<file path="src/rtl/oqc_pkg.sv">
// shared codes and controller/datapath interface types for the order queue
// no dependencies
package oqc_pkg;

  localparam logic [2:0] CMD_ADD     = 3'd0;
  localparam logic [2:0] CMD_LOOKUP  = 3'd1;
  localparam logic [2:0] CMD_FULFILL = 3'd2;
  localparam logic [2:0] CMD_CANCEL  = 3'd3;
  localparam logic [2:0] CMD_LIST    = 3'd4;

  localparam logic [2:0] ST_OK        = 3'd0;
  localparam logic [2:0] ST_NOT_FOUND = 3'd1;
  localparam logic [2:0] ST_EMPTY     = 3'd2;
  localparam logic [2:0] ST_FULL      = 3'd3;
  localparam logic [2:0] ST_HEAD      = 3'd4;

  localparam logic [47:0] SALES_MAX = 48'hFFFF_FFFF_FFFF;

  typedef enum logic [1:0] {PTR_HOLD, PTR_CLR, PTR_INC, PTR_NEXT} ptr_op_t;

  typedef enum logic [3:0] {
    RES_NONE, RES_ADD, RES_FULL, RES_EMPTY, RES_ZERO,
    RES_MISS, RES_FOUND, RES_HEAD, RES_REMOVED, RES_LIST
  } res_op_t;

  typedef struct packed {
    logic    latch;
    ptr_op_t ptr_op;
    res_op_t res_op;
    logic    hit;
    logic    shift_wr;
    logic    mul;
    logic    load;
  } dp_cmd_t;

  typedef struct packed {
    logic [2:0] cmd;
    logic       full;
    logic       empty;
    logic       match;
    logic       scan_end;
    logic       shift_done;
    logic       hit_head;
    logic       out_busy;
    logic       res_last;
  } dp_stat_t;

endpackage

</file>
<file path="src/rtl/oqc_ctrl.sv">
// sequencer for the order queue: walks scans, compaction and list output
// depends on oqc_pkg
module oqc_ctrl (
  input  logic              clk,
  input  logic              rst,
  input  logic              in_valid,
  output logic              in_stall,
  input  oqc_pkg::dp_stat_t stat,
  output oqc_pkg::dp_cmd_t  cmd_o
);
  import oqc_pkg::*;

  typedef enum logic [2:0] {S_IDLE, S_DISPATCH, S_SCAN, S_SHIFT, S_LIST, S_MUL, S_LOAD}
    state_t;

  state_t state, state_next;

  always_ff @(posedge clk) begin
    if (rst) begin
      state <= S_IDLE;
    end else begin
      state <= state_next;
    end
  end

  assign in_stall = (state != S_IDLE);

  always_comb begin
    cmd_o      = '0;
    state_next = state;
    unique case (state)
      S_IDLE: begin
        if (in_valid) begin
          cmd_o.latch  = 1'b1;
          cmd_o.ptr_op = PTR_CLR;
          state_next   = S_DISPATCH;
        end
      end
      S_DISPATCH: begin
        case (stat.cmd) inside
          CMD_ADD: begin
            cmd_o.res_op = stat.full ? RES_FULL : RES_ADD;
            state_next   = S_MUL;
          end
          CMD_LOOKUP, CMD_FULFILL, CMD_CANCEL: begin
            if (stat.empty) begin
              cmd_o.res_op = RES_EMPTY;
              state_next   = S_MUL;
            end else begin
              cmd_o.ptr_op = PTR_INC;
              state_next   = S_SCAN;
            end
          end
          CMD_LIST: begin
            if (stat.empty) begin
              cmd_o.res_op = RES_EMPTY;
              state_next   = S_MUL;
            end else begin
              state_next = S_LIST;
            end
          end
          default: begin
            cmd_o.res_op = RES_ZERO;
            state_next   = S_MUL;
          end
        endcase
      end
      S_SCAN: begin
        cmd_o.ptr_op = PTR_INC;
        if (stat.match) begin
          if (stat.cmd == CMD_LOOKUP) begin
            cmd_o.res_op = RES_FOUND;
            state_next   = S_MUL;
          end else if (stat.cmd == CMD_CANCEL && stat.hit_head) begin
            cmd_o.res_op = RES_HEAD;
            state_next   = S_MUL;
          end else begin
            cmd_o.hit  = 1'b1;
            state_next = S_SHIFT;
          end
        end else if (stat.scan_end) begin
          cmd_o.res_op = RES_MISS;
          state_next   = S_MUL;
        end
      end
      S_SHIFT: begin
        cmd_o.ptr_op = PTR_INC;
        if (stat.shift_done) begin
          cmd_o.res_op = RES_REMOVED;
          state_next   = S_MUL;
        end else begin
          cmd_o.shift_wr = 1'b1;
        end
      end
      S_LIST: begin
        cmd_o.res_op = RES_LIST;
        cmd_o.ptr_op = PTR_NEXT;
        state_next   = S_MUL;
      end
      S_MUL: begin
        cmd_o.mul  = 1'b1;
        state_next = S_LOAD;
      end
      S_LOAD: begin
        if (!stat.out_busy) begin
          cmd_o.load = 1'b1;
          state_next = stat.res_last ? S_IDLE : S_LIST;
        end
      end
      default: state_next = S_IDLE;
    endcase
  end

endmodule

</file>
<file path="src/rtl/oqc_dp.sv">
// order queue datapath: entry memory, walk pointer, totals, result and output registers
// depends on oqc_pkg
module oqc_dp #(
  parameter int QUEUE_DEPTH = 16
) (
  input  logic              clk,
  input  logic              rst,
  input  oqc_pkg::dp_cmd_t  cmd_i,
  output oqc_pkg::dp_stat_t stat,
  input  logic [2:0]        cmd,
  input  logic [15:0]       order_id,
  input  logic [9:0]        quantity,
  input  logic [15:0]       unit_price,
  output logic              out_valid,
  input  logic              out_stall,
  output logic [2:0]        status,
  output logic [15:0]       result_id,
  output logic [9:0]        result_quantity,
  output logic [25:0]       amount,
  output logic [3:0]        position,
  output logic [4:0]        pending_count,
  output logic [13:0]       pending_quantity,
  output logic [47:0]       total_sales,
  output logic              last
);
  import oqc_pkg::*;

  localparam int IW = $clog2(QUEUE_DEPTH);
  localparam int CW = $clog2(QUEUE_DEPTH + 1);
  localparam int PW = CW + 1;

  logic [15:0] ids  [QUEUE_DEPTH];
  logic [9:0]  qtys [QUEUE_DEPTH];

  logic [2:0]  cmd_r;
  logic [15:0] key_r;
  logic [9:0]  qin_r;
  logic [CW-1:0] cnt;
  logic [15:0] last_id;
  logic [13:0] qsum;
  logic [47:0] sales;
  logic [PW-1:0] ptr, dptr, hit_idx;
  logic [15:0] rd_id, hit_id;
  logic [9:0]  rd_qty, hit_q;
  logic [2:0]  res_status;
  logic [15:0] res_id;
  logic [9:0]  res_q;
  logic [3:0]  res_pos;
  logic        res_last;
  logic [25:0] amount_r;
  logic [15:0] id_new;
  logic [47:0] sales_next;
  logic        sale;

  assign id_new = (last_id == 16'hFFFF) ? 16'd1 : last_id + 16'd1;
  assign sale   = (cmd_r == CMD_FULFILL) && (res_status == ST_OK);
  assign sales_next = !sale ? sales :
                      (sales > SALES_MAX - 48'(amount_r)) ? SALES_MAX : sales + 48'(amount_r);

  assign stat.cmd        = cmd_r;
  assign stat.full       = (cnt == CW'(QUEUE_DEPTH));
  assign stat.empty      = (cnt == '0);
  assign stat.match      = (cmd_r == CMD_FULFILL) || (rd_id == key_r);
  assign stat.scan_end   = ((dptr + PW'(1)) == PW'(cnt));
  assign stat.shift_done = (dptr >= PW'(cnt));
  assign stat.hit_head   = (dptr == '0);
  assign stat.out_busy   = out_valid && out_stall;
  assign stat.res_last   = res_last;

  // entry memory: one write port, one registered read port
  always_ff @(posedge clk) begin
    rd_id  <= ids[IW'(ptr)];
    rd_qty <= qtys[IW'(ptr)];
    if (cmd_i.res_op == RES_ADD) begin
      ids[IW'(cnt)]  <= id_new;
      qtys[IW'(cnt)] <= qin_r;
    end else if (cmd_i.shift_wr) begin
      ids[IW'(dptr - PW'(1))]  <= rd_id;
      qtys[IW'(dptr - PW'(1))] <= rd_qty;
    end
  end

  // payload registers
  always_ff @(posedge clk) begin
    dptr <= ptr;
    if (cmd_i.latch) begin
      cmd_r <= cmd;
      key_r <= order_id;
      qin_r <= quantity;
    end
    if (cmd_i.hit) begin
      hit_idx <= dptr;
      hit_id  <= rd_id;
      hit_q   <= rd_qty;
    end
    if (cmd_i.mul) begin
      amount_r <= 26'(res_q) * 26'(unit_price);
    end
    case (cmd_i.res_op)
      RES_ADD: begin
        res_status <= ST_OK; res_id <= id_new; res_q <= qin_r;
        res_pos <= 4'(cnt); res_last <= 1'b1;
      end
      RES_FULL: begin
        res_status <= ST_FULL; res_id <= '0; res_q <= '0; res_pos <= '0; res_last <= 1'b1;
      end
      RES_EMPTY: begin
        res_status <= ST_EMPTY; res_id <= '0; res_q <= '0; res_pos <= '0; res_last <= 1'b1;
      end
      RES_ZERO: begin
        res_status <= ST_OK; res_id <= '0; res_q <= '0; res_pos <= '0; res_last <= 1'b1;
      end
      RES_MISS: begin
        res_status <= ST_NOT_FOUND; res_id <= '0; res_q <= '0; res_pos <= '0;
        res_last <= 1'b1;
      end
      RES_FOUND: begin
        res_status <= ST_OK; res_id <= key_r; res_q <= rd_qty;
        res_pos <= 4'(dptr); res_last <= 1'b1;
      end
      RES_HEAD: begin
        res_status <= ST_HEAD; res_id <= key_r; res_q <= rd_qty;
        res_pos <= '0; res_last <= 1'b1;
      end
      RES_REMOVED: begin
        res_status <= ST_OK; res_id <= hit_id; res_q <= hit_q;
        res_pos <= 4'(hit_idx); res_last <= 1'b1;
      end
      RES_LIST: begin
        res_status <= ST_OK; res_id <= rd_id; res_q <= rd_qty;
        res_pos <= 4'(dptr); res_last <= ((dptr + PW'(1)) == PW'(cnt));
      end
      default: ;
    endcase
    if (cmd_i.load) begin
      status           <= res_status;
      result_id        <= res_id;
      result_quantity  <= res_q;
      amount           <= amount_r;
      position         <= res_pos;
      pending_count    <= 5'(cnt);
      pending_quantity <= qsum;
      total_sales      <= sales_next;
      last             <= res_last;
    end
  end

  // control state and totals
  always_ff @(posedge clk) begin
    if (rst) begin
      ptr       <= '0;
      cnt       <= '0;
      last_id   <= '0;
      qsum      <= '0;
      sales     <= '0;
      out_valid <= 1'b0;
    end else begin
      case (cmd_i.ptr_op)
        PTR_CLR:  ptr <= '0;
        PTR_INC:  ptr <= ptr + PW'(1);
        PTR_NEXT: ptr <= dptr + PW'(1);
        default:  ;
      endcase
      if (cmd_i.res_op == RES_ADD) begin
        cnt     <= cnt + CW'(1);
        last_id <= id_new;
        qsum    <= qsum + 14'(qin_r);
      end else if (cmd_i.res_op == RES_REMOVED) begin
        cnt <= cnt - CW'(1);
      end
      if (cmd_i.hit) begin
        qsum <= qsum - 14'(rd_qty);
      end
      if (cmd_i.load) begin
        sales     <= sales_next;
        out_valid <= 1'b1;
      end else if (!out_stall) begin
        out_valid <= 1'b0;
      end
    end
  end

endmodule

</file>
<file path="src/rtl/order_queue_with_cancel.sv">
// add, empty and unused codes go from accept through dispatch, multiply and load to the output
// lookup, cancel and fulfill walk the n entries (one entry a cycle) before multiply and load
// list: each emitted entry passes through list, multiply and load; one request is worked at a time
// throughput set by the scan/compaction walk over the entry memory
// reset: synchronous, clears count, totals, last number, price and output valid
// entry memory is not cleared; only entries below the count are read
module order_queue_with_cancel #(
  parameter int QUEUE_DEPTH = 16
) (
  input  logic        clk,
  input  logic        rst,
  // request channel
  input  logic        in_valid,
  output logic        in_stall,
  input  logic [2:0]  cmd,
  input  logic [15:0] order_id,
  input  logic [9:0]  quantity,
  // result channel
  output logic        out_valid,
  input  logic        out_stall,
  output logic [2:0]  status,
  output logic [15:0] result_id,
  output logic [9:0]  result_quantity,
  output logic [25:0] amount,
  output logic [3:0]  position,
  output logic [4:0]  pending_count,
  output logic [13:0] pending_quantity,
  output logic [47:0] total_sales,
  output logic        last,
  // config port
  input  logic        psel,
  input  logic        penable,
  input  logic        pwrite,
  input  logic [1:0]  paddr,
  input  logic [31:0] pwdata,
  output logic [31:0] prdata,
  output logic        pready
);
  import oqc_pkg::*;

  dp_cmd_t  dcmd;
  dp_stat_t dstat;
  logic [15:0] unit_price;

  // single price register at offset zero
  assign pready = 1'b1;
  assign prdata = (paddr == 2'd0) ? {16'd0, unit_price} : 32'd0;

  always_ff @(posedge clk) begin
    if (rst) begin
      unit_price <= '0;
    end else if (psel && penable && pwrite && paddr == 2'd0) begin
      unit_price <= pwdata[15:0];
    end
  end

  // sequencer
  oqc_ctrl u_ctrl (
    .clk      (clk),
    .rst      (rst),
    .in_valid (in_valid),
    .in_stall (in_stall),
    .stat     (dstat),
    .cmd_o    (dcmd)
  );

  // storage, arithmetic and output register
  oqc_dp #(.QUEUE_DEPTH(QUEUE_DEPTH)) u_dp (
    .clk              (clk),
    .rst              (rst),
    .cmd_i            (dcmd),
    .stat             (dstat),
    .cmd              (cmd),
    .order_id         (order_id),
    .quantity         (quantity),
    .unit_price       (unit_price),
    .out_valid        (out_valid),
    .out_stall        (out_stall),
    .status           (status),
    .result_id        (result_id),
    .result_quantity  (result_quantity),
    .amount           (amount),
    .position         (position),
    .pending_count    (pending_count),
    .pending_quantity (pending_quantity),
    .total_sales      (total_sales),
    .last             (last)
  );

endmodule

</file>
<file path="config.mk">
export PLATFORM = sky130hd
export DESIGN_NAME = order_queue_with_cancel
export DESIGN_NICKNAME = d
export VERILOG_FILES = /design/src/rtl/oqc_pkg.sv /design/src/rtl/oqc_ctrl.sv /design/src/rtl/oqc_dp.sv /design/src/rtl/order_queue_with_cancel.sv
export SDC_FILE = /design/constraint.sdc
export NUM_CORES = 1
export LEC_CHECK = 0
export BUFFER_PORTS_ARGS = -buffer_cell sky130_fd_sc_hd__buf_2
export CORE_MARGIN = 1.5
export CORE_UTILIZATION = 45
export CTS_CLUSTER_DIAMETER = 60
export DETAILED_ROUTE_END_ITERATION = 16
export PLACE_DENSITY = 0.71
export SETUP_SLACK_MARGIN = 0.3
export SLEW_MARGIN = 10
export SYNTH_ARGS = -nofsm -noshare
export SYNTH_HDL_FRONTEND = slang
export SYNTH_SLANG_ARGS = --single-unit
</file>
<file path="constraint.sdc">
create_clock -name clk -period 7.5 [get_ports clk]
set_input_delay 1.125 -clock clk [delete_from_list [all_inputs] [get_ports clk]]
set_output_delay 1.125 -clock clk [all_outputs]
set_load 0.01 [all_outputs]
</file>
; Yosys cells after proc, flatten, opt, wreduce, memory -nomap -nowiden
; Memories as Yosys holds them, arrays and structs flattened. A register that Yosys moved wholly into a read port is not among the register bits.
; Cells that the tools add are included.
[classes]
add_sub_neg = 10
mul = 1
order_cmp = 2
eq_ne = 31
mux = 67
n_reduce_logical = 34
[ops]
columns = cell, n
row1 = two-way mux 48 bit, 2
row2 = one-hot mux 16 bit (5 select lines), 1
row3 = adder 48 x 26 -> 48 bit, 1
row4 = greater-than comparator 48 bit, 1
row5 = two-way mux 16 bit, 3
row6 = two-way mux 3 bit, 14
row7 = one-hot mux 10 bit (4 select lines), 1
row8 = two-way mux 4 bit, 8
row9 = one-hot mux 4 bit (4 select lines), 2
row10 = two-way mux 14 bit, 2
row11 = subtractor 1 x 27 -> 28 bit (first input constant), 1
row12 = multiplier 10 x 16 -> 26 bit, 1
row13 = two-way mux 1 bit, 21
row14 = one-hot mux 3 bit (7 select lines), 1
row15 = one-hot mux 6 bit (3 select lines), 1
row16 = adder 16 x 1 -> 16 bit (second input constant), 1
row17 = == test 16 bit, 1
row18 = == test 16 bit (second input constant), 1
row19 = == test 4 x 3 -> 1 bit (second input constant), 4
row20 = OR reduction 16 bit, 1
row21 = one-hot mux 3 bit (5 select lines), 1
row22 = adder 14 x 10 -> 14 bit, 1
row23 = subtractor 14 x 10 -> 14 bit, 1
row24 = adder 6 x 1 -> 6 bit (second input constant), 2
row25 = other kinds (39), 72
[word_totals]
reg_bits = 361
ram_bits = 416
inputBits = 70
output_inout_bits = 162
elab_cells = 177
n_memories = 2
[mem_list]
columns = name, depth, word_bits, read_ports, rd_ports_with_merged_regs, write_ports, line
row1 = u_dp.ids, 16, 16, 1, 1, 1, oqc_dp.sv:32  ; logic [15:0] ids [QUEUE_DEPTH];
row2 = u_dp.qtys, 16, 10, 1, 1, 1, oqc_dp.sv:33  ; logic [9:0] qtys [QUEUE_DEPTH];

; Depth between registers and ports, before layout
; Gate-level depths: netlist of run 1.
[logic_depth]
ltp_word = 11
mapped_depth = 22
depth_no_buf = 21

; Cells and area by module
; A second synthesis of run 1 with hierarchy kept.
[unflattened]
cells_unflattened = 3067
hier_area_um2 = 39111.3
[by_module_without_submodules]
columns = mod, n_inst, cells_each, area_per_inst_um2, seq_area_each_um2
row1 = oqc_dp, 1, 2886, 37641.1, 22321.4
row2 = order_queue_with_cancel, 1, 107, 984.7, 320.3
row3 = oqc_ctrl, 1, 74, 485.5, 60.1

; Least setup slack after synthesis of run 1
; OpenSTA, ideal clock, no wires.
[synth_path]
path_type = input -> register
start = input out_stall
end = register u_dp.sales[27]
setup_time_ps = 82
t_arrival_ps = 6123
required_time_ps = 7418
setup_slack_ps = 1295
cell_stages = 8
path_buffers = 3
path_cell_list = nand2_1 > nand2b_1 > clkbuf_1 > inv_1 > clkbuf_1 > clkbuf_1 > o21ai_0 > a21oi_1
[synth_lines]
columns = element, line
row1 = "start, declared", order_queue_with_cancel.sv:20  ; input logic out_stall,
row2 = "end signal, assigned", oqc_dp.sv:175  ; sales <= sales_next;
row3 = "end, declared", oqc_dp.sv:41  ; logic [47:0] sales;

; Worst setup path after layout of run 1
[layout_path]
start = register u_dp.res_q[2]
end = register u_dp.amount_r[24], data pin
[layout_between]
elab_chain_len = 1
[layout_lines]
columns = element, line
row1 = "start, declared", oqc_dp.sv:47  ; logic [9:0] res_q;
row2 = "start signal, assigned", oqc_dp.sv:101  ; res_status <= ST_OK; res_id <= id_new; res_q <= qin_r;
row3 = "start signal, assigned", oqc_dp.sv:105  ; res_status <= ST_FULL; res_id <= '0; res_q <= '0; res_pos <= '0; res_last <= 1'b1;
row4 = "start signal, assigned", oqc_dp.sv:108  ; res_status <= ST_EMPTY; res_id <= '0; res_q <= '0; res_pos <= '0; res_last <= 1'b1;
row5 = multiplier 10 x 16 -> 26 bit, oqc_dp.sv:97  ; amount_r <= 26'(res_q) * 26'(unit_price);
row6 = "end signal, assigned", oqc_dp.sv:97
row7 = "end, declared", oqc_dp.sv:50  ; logic [25:0] amount_r;
; No other way between the ends.
; A chain may end at the register's enable or synchronous reset.

==> results of run 1 <==
-- power by group through the flow --
stage	clock network (mW)	registers, mW	logic (mW)
detailed placement	0	6.22	2.66
global route	4.32	6.18	2.93
global placement	0	6.20	2.61
CTS	4.16	6.13	2.68
floorplan	0	5.92	1.97
finish	4.09	6.13	2.66
-- layer usage --
metal | track usage [%] | wire length [microns] | up-vias
li1 | - | - | 10900
met1 | 28.0 | 36500 | 12100
met2 | 35.2 | 44800 | 969
met3 | 3.26 | 6920 | 167
met4 | 7.23 | 2650 | 2
met5 | 0 | 11 | -
-- stage by stage --
stage          instance area (sq um)  util, %  power [mW]
3_5_place_dp                   40800     48.0        8.88
6_report                       43500     51.2        12.9
4_1_cts                        43500     51.2        13.0
3_3_place_gp                   40800     48.0        8.82
5_1_grt                        43500     51.2        13.4
2_1_floorplan                  38600        -        7.90
-- final timing paths --
path	depth (start not counted)	end	start	slack (ns)
setup / recovery	21	u_dp.amount_r[24]	u_dp.res_q[2]	1.06
hold / removal	0	u_dp.dptr[5]	u_dp.ptr[5]	0.37
setup reg to reg	21	u_dp.amount_r[24]	u_dp.res_q[2]	1.06
hold reg to reg	0	u_dp.dptr[5]	u_dp.ptr[5]	0.37
-- logic make-up after synthesis --
logic type	Yosys count	share of synthesized area, %
compound gates	426	7.39
fa+ha+maj	228	9.61
other cells	2	0.0195
xor+xnor	133	3.03
mux	145	8.00
simple gates	803	9.49
buf+inv	336	3.49
flops	803	59.0
-- layout make-up --
| cell class | count | area (sq um) | share of cell area (%) |
|---|---|---|---|
| Sequential cell | 803 | 22700 | 52.2 |
| Multi-Input combinational cell | 1752 | 14700 | 33.7 |
| Clock buffer | 97 | 2160 | 4.96 |
| Tap cell | 1144 | 1430 | 3.29 |
| Timing Repair Buffer | 236 | 1280 | 2.94 |
| Inverter | 184 | 696 | 1.60 |
| Clock inverter | 53 | 569 | 1.31 |
-- cell usage in the layout (no fill, tap or decap), types with 27 or more instances in the layout --
| cell | count |
|---|---|
| xnor2_1 | 79 |
| a222oi_1 | 30 |
| edfxtp_1 | 662 |
| xor2_1 | 54 |
| a21o_1 | 28 |
| nand2_1 | 333 |
| dfxtp_1 | 138 |
| mux4_2 | 130 |
| and2_1 | 105 |
| o21ai_0 | 77 |
| a21oi_1 | 133 |
| buf_2 | 197 |
| buf_4 | 39 |
| inv_1 | 182 |
| clkbuf_16 | 82 |
| nand3_1 | 37 |
| nor2_1 | 180 |
| nor3_1 | 29 |
| fa_1 | 113 |
| ha_1 | 115 |
| a211oi_1 | 27 |
-- flip-flops by register name (all words and copies together) (netlist names), 14 cells and up --
signal,flops
u_dp.res_id,16
u_dp.qsum,14
u_dp.pending_quantity,14
u_dp.qtys,160
u_dp.hit_id,16
u_dp.sales,48
u_dp.ids,256
u_dp.total_sales,48
u_dp.rd_id,16
u_dp.key_r,16
u_dp.last_id,16
u_dp.result_id,16
u_dp.amount,26
u_dp.amount_r,26
unit_price,16
-- worst register-to-register path, cell delays in order, from the launching register on --
cell and delay [ns]:
edfxtp_1 0.84, nand2_1 0.17, fa_1 0.53, inv_1 0.05, fa_1 0.50, inv_1 0.05, fa_1 0.47, inv_1 0.05
fa_1 0.53, inv_1 0.05, fa_1 0.53, inv_1 0.04, ha_1 0.31, o21ai_0 0.12, a211oi_1 0.21, o21ai_0 0.17
a21o_1 0.22, a2111oi_0 0.64, o221ai_1 0.31, o21bai_1 0.19, a21oi_1 0.09, xnor2_1 0.13
==> flow_metrics.py, run 1 <==
metrics = {
    "synth": {
        "ys_top_cells_by_area": "edfxtp_1, mux4_2, dfxtp_1",
        "synth_seq_cells": 803,
        "async_flop_share_pct": 0,
        "yosysSeqAreaShare_pct": 59.0,
        "yosysUniqueCellTypes": 73,
        "syn_avg_cell_area_sq_um": 13.4,
        "ys_warn_count": 0,
        "synth-edff-count": 662,
        "syn_area_sq_um": 38500,
        "netlist_instances": 2876,
        "synth_common_cells": "edfxtp_1, nand2_1, nor2_1",
        "synth_top_area_share_pct": 51.6,
        "synth-main-ff-cell": "edfxtp_1",
        "yosysMostFrequentCell": "edfxtp_1",
        "synth_top_area_cell": "edfxtp_1",
    },
    "floorplan": {
        "design.die.area_sq_um": 87300,
        "floorplan.initialDensity_pct": 45.3,
        "rows": 107,
        "num_io_pins": 232,
        "die_y_microns": 296,
        "die_w_microns": 296,
        "core_area_sq_um": 85000,
    },
    "global_routing": {
        "grt_pass1_vias": 23800,
        "grt.overflow.total": 0,
        "grt_max_degree": 94,
        "gr-usage-all-layers_pct": 21.0,
        "grt_pass1_wl_microns": 140000,
        "antenna_found_initial": 1,
    },
    "critical_path": {
        "worstPathMaxFanout": 17,
        "worstSetupPathType": "reg2reg",
        "path_buf_inv": 5,
        "crit_arrival_ns": 6.84,
        "startpoint_type": "flip-flop",
        "max_stage_delay_ns": 0.84,
        "endpoint_kind": "flip-flop",
        "cp_cell_sequence": "nand2_1 > fa_1 > inv_1 > fa_1 > inv_1 > fa_1 > inv_1 > fa_1 > inv_1 > fa_1 > inv_1 > ha_1 > o21ai_0 > a211oi_1 > o21ai_0 > a21o_1 > a2111oi_0 > o221ai_1 > o21bai_1 > a21oi_1 > xnor2_1",
        "crit_required_ns": 7.90,
        "cp_slowest_cell": "edfxtp_1",
        "cpLargestDelayFamily": "adder cells",
    },
    "clocking": {
        "cts_tree": "done",
        "root_buffer": "clkbuf_16",
        "clk_path_buf_depth": 3,
        "cts_setup_buffers": 0,
        "path_clk_slew_ns": 0.06,
        "cts_made_buffers": 81,
        "ctsResizeCount": 0,
        "ctsHoldBuffers": 0,
        "clkSinkCount": 803,
        "h-tree-depth": 3,
        "insertion_delay_ns": 0.67,
    },
    "placed_design": {
        "io_buffers": 198,
        "place.gp.congestion": 0.886,
        "dp.cells": 4119,
        "dp_slack_ns": 1.06,
        "dp_hpwl_microns": 58400,
    },
    "detailed_routing": {
        "vias": 24100,
        "routed_wl_microns": 90800,
        "drtAntennaViolNets": 0,
        "drtIter0Drc": 2317,
        "wl_per_cell_microns": 21.3,
        "routed_via_density": 5.63,
        "drt-pass1-iter-count": 7,
        "drc": 0,
    },
    "timing": {
        "setup_tns_ns": 0,
        "slew_violations": 0,
        "setup_viol": 0,
        "finalWorstSetupSlack_ns": 1.06,
        "timing.hold.ws_ns": 0.368,
        "tightest_slew_ns": 1.27,
        "rsz0062_at_grt": "no",
        "skew_ns": 0.0538,
        "finalHoldViolCount": 0,
        "fin_crit_ns": 6.44,
        "relSlewSlack_pct": 14.9,
        "final.period_utilization_pct": 85.9,
        "fmax_ghz": 0.155,
    },
    "finish": {
        "drive_gt1_share_pct": 17.6,
        "stdcell_count": 4269,
        "diodes": 0,
        "nets": 3356,
        "area_growth_pct": 13.1,
        "fill_cells": 6977,
    },
    "hold_path": {
        "hold_class": "reg2reg",
    },
    "power": {
        "p_sw_mw": 3.96,
        "comb_power_share_pct": 20.7,
        "intPower_mw": 8.93,
        "pwr_density_cell_nw_per_um2": 296,
        "switching_share_pct": 30.7,
        "seq_power_share_pct": 47.6,
        "leakage_nw": 16.2,
        "clockPowerShare_pct": 31.8,
        "peakVddDrop_uv": 188,
    },
    "flow_run": {
        "drv_cap": 0,
    },
    "status": {
        "status": "finished clean",
    },
}
(Power assumes the default switching activity.)
==> run 2, diff against run 1 <==
- SYNTH_HIERARCHICAL: not set -> 1
==> flow_metrics.py, run 2 <==
metrics = {
    "global_routing": {
        "gr-usage-all-layers_pct": 20.9,
        "antenna_found_initial": 1,
        "grt.overflow.total": 0,
        "grt_pass1_vias": 24200,
        "grt_max_degree": 174,
        "grt_pass1_wl_microns": 143000,
    },
    "critical_path": {
        "startpoint_type": "flip-flop",
        "worstReg2RegEnd": "u_dp/amount_r[25]",
        "crit_arrival_ns": 6.51,
        "crit_required_ns": 7.89,
        "endpoint_kind": "flip-flop",
        "rrSetupSlack_ns": 1.38,
        "timing.rr.start": "u_dp/res_q[8]",
        "worstSetupPathType": "reg2reg",
        "worstPathMaxFanout": 17,
        "reg2regPathDepth": 18,
    },
    "synth": {
        "synth_top_area_cell": "edfxtp_1",
        "syn_area_sq_um": 39100,
        "syn_avg_cell_area_sq_um": 12.8,
        "synth_fa_ha_area_share_pct": 9.43,
        "netlist_instances": 3067,
        "synth-compound-area-share_pct": 9.53,
        "muxShareOfSynthArea_pct": 6.48,
        "ys_warn_count": 6,
        "synth_top_area_share_pct": 50.8,
        "yosysSeqAreaShare_pct": 58.0,
        "synth_xor_area_share_pct": 2.96,
        "synth-main-ff-cell": "edfxtp_1",
        "synth_top_family_by_area": "simple AND/OR/NAND/NOR gates",
        "yosys.area_share.simple_pct": 9.95,
        "yosysUniqueCellTypes": 85,
        "async_flop_share_pct": 0,
        "yosysMostFrequentCell": "edfxtp_1",
        "synth_common_cells": "edfxtp_1, nand2_1, inv_1",
        "ys_top_cells_by_area": "edfxtp_1, dfxtp_1, fa_1",
        "synth_seq_cells": 803,
        "synth-edff-count": 662,
    },
    "finish": {
        "largest_reg_flops": 256,
        "layout_common_cells": "edfxtp_1, nand2_1, buf_2",
        "final_common_cell": "edfxtp_1",
        "reg_top3": "u_dp/ids (256), u_dp/qtys (160)",
        "nets": 3542,
        "multi_input_comb_area_sq_um": 15200,
        "final_cell_area_sq_um": 44300,
        "regArea_sq_um": 22700,
        "drive_gt1_share_pct": 15.0,
        "area_growth_pct": 13.3,
        "top_register": "u_dp/ids",
        "fill_cells": 7221,
    },
    "clocking": {
        "root_buffer": "clkbuf_16",
        "ctsHoldBuffers": 0,
        "insertion_delay_ns": 0.68,
        "path_clk_slew_ns": 0.06,
        "clk_path_buf_depth": 3,
        "clkSinkCount": 803,
        "cts_tree": "done",
        "cts_setup_buffers": 0,
        "h-tree-depth": 3,
        "ctsResizeCount": 0,
        "cts_made_buffers": 86,
    },
    "detailed_routing": {
        "drtIter0Drc": 2346,
        "drtAntennaViolNets": 0,
        "routed_via_density": 5.65,
        "vias": 25200,
        "wl_per_cell_microns": 21.1,
        "routed_wl_microns": 94000,
        "drt-pass1-iter-count": 10,
        "drc": 0,
    },
    "timing": {
        "fin_crit_ns": 6.12,
        "relSlewSlack_pct": 18.8,
        "setup_viol": 0,
        "fmax_ghz": 0.163,
        "final.period_utilization_pct": 81.6,
        "rsz0062_at_grt": "no",
        "slew_violations": 0,
        "setup_tns_ns": 0,
        "tightest_slew_ns": 1.21,
        "finalWorstSetupSlack_ns": 1.38,
        "skew_ns": 0.0747,
        "finalHoldViolCount": 0,
        "timing.hold.ws_ns": 0.377,
    },
    "flow_run": {
        "drv_cap": 0,
    },
    "placed_design": {
        "place.gp.congestion": 0.878,
        "dp_hpwl_microns": 60400,
        "dpl_cell_area_sq_um": 41400,
        "dp_slack_ns": 1.34,
        "io_buffers": 198,
    },
    "floorplan": {
        "design.die.area_sq_um": 88700,
        "die_y_microns": 298,
        "rows": 107,
        "num_io_pins": 232,
        "die_w_microns": 298,
        "core_area_sq_um": 85700,
        "floorplan.initialDensity_pct": 45.6,
    },
    "power": {
        "pwr_density_cell_nw_per_um2": 294,
        "leakage_nw": 16.6,
        "peakVddDrop_uv": 184,
    },
    "hold_path": {
        "whs_endpoint": "u_dp/dptr[5]",
        "hp-start": "u_dp/ptr[5]",
        "hold_depth": 0,
        "hold_class": "reg2reg",
    },
    "status": {
        "status": "finished clean",
    },
}
==> run 2: changes by cell type in the layout (fill, tap and decap cells not counted), sizes merged, moves of 19 or more <==
cell	change
a221oi	+26
nor2	-35
o21ai	+44
mux2i	+95
mux2	+23
a31oi	+19
mux4	-78
nand2b	+38
==> run 2: cells by family after synthesis <==
kind of cell,count (synthesis)
flip-flops,803
buffers and inverters,343
AO/OA/AOI/OAI,555
AND/OR/NAND/NOR,820
multiplexers,185
adder cells (fa/ha/maj),227
XOR/XNOR,132
other,2
==> run 2: how the worst max path moves through the flow <==
stage	start	to
finish	u_dp/res_q[8]	u_dp/amount_r[25]
detailed placement	u_dp/res_q[8]	u_dp/amount_r[25]
CTS	u_dp/res_q[8]	u_dp/amount_r[25]
global route	u_dp/res_q[8]	u_dp/amount_r[25]
floorplan	out_stall	u_dp/sales[26]
global placement	u_dp/res_q[3]	u_dp/amount_r[25]
==> run 2: metal layers <==
| metal | part of all wire, % | wire [microns] | vias to the layer above | track usage (%) |
|---|---|---|---|---|
| met5 | 0 | 0 | - | 0 |
| met4 | 2.7 | 2560 | 0 | 6.96 |
| met3 | 7.4 | 6950 | 146 | 3.34 |
| met2 | 47 | 44500 | 994 | 33.3 |
| met1 | 43 | 40000 | 12600 | 29.1 |
| li1 | - | - | 11500 | - |
==> run 2: cell type report <==
class | count | share of cell area (%)
antenna | 2 | 0.0113
clock buffer | 114 | 5.32
clock inverter | 45 | 1.34
inverter | 177 | 1.50
multi-input combinational | 1936 | 34.4
sequential | 803 | 51.2
tap | 1144 | 3.23
timing repair buffer | 241 | 3.00
==> run 2: metrics by stage <==
step	utilization [%]	power, mW	cells
global route	51.7	13.6	4460
global placement	48.3	8.71	4301
CTS	51.7	13.1	4460
finish	51.7	13.0	4462
detailed placement	48.3	8.77	4301
floorplan	-	7.83	3082
==> run 2: power breakdown <==
part	switching [mW]	total, mW	leakage, nW	internal (mW)
registers	0.514	6.01	7.23	5.49
clock network	1.82	4.32	1.42	2.50
logic	1.65	2.69	7.97	1.05
total	3.98	13.0	16.6	9.04
==> run 2: critical path, cell delays in order, from the launching register on <==
cell and delay (ns):
edfxtp_1 0.80, nand2_1 0.16, fa_1 0.52, fa_1 0.54, inv_1 0.05, fa_1 0.50, fa_1 0.55, inv_1 0.05
fa_1 0.52, inv_1 0.04, ha_1 0.36, and3_1 0.17, a311oi_1 0.18, o31ai_1 0.63, nand2_1 0.19, a31oi_1 0.26
o21ai_0 0.15, a21oi_1 0.17, a31oi_1 0.05
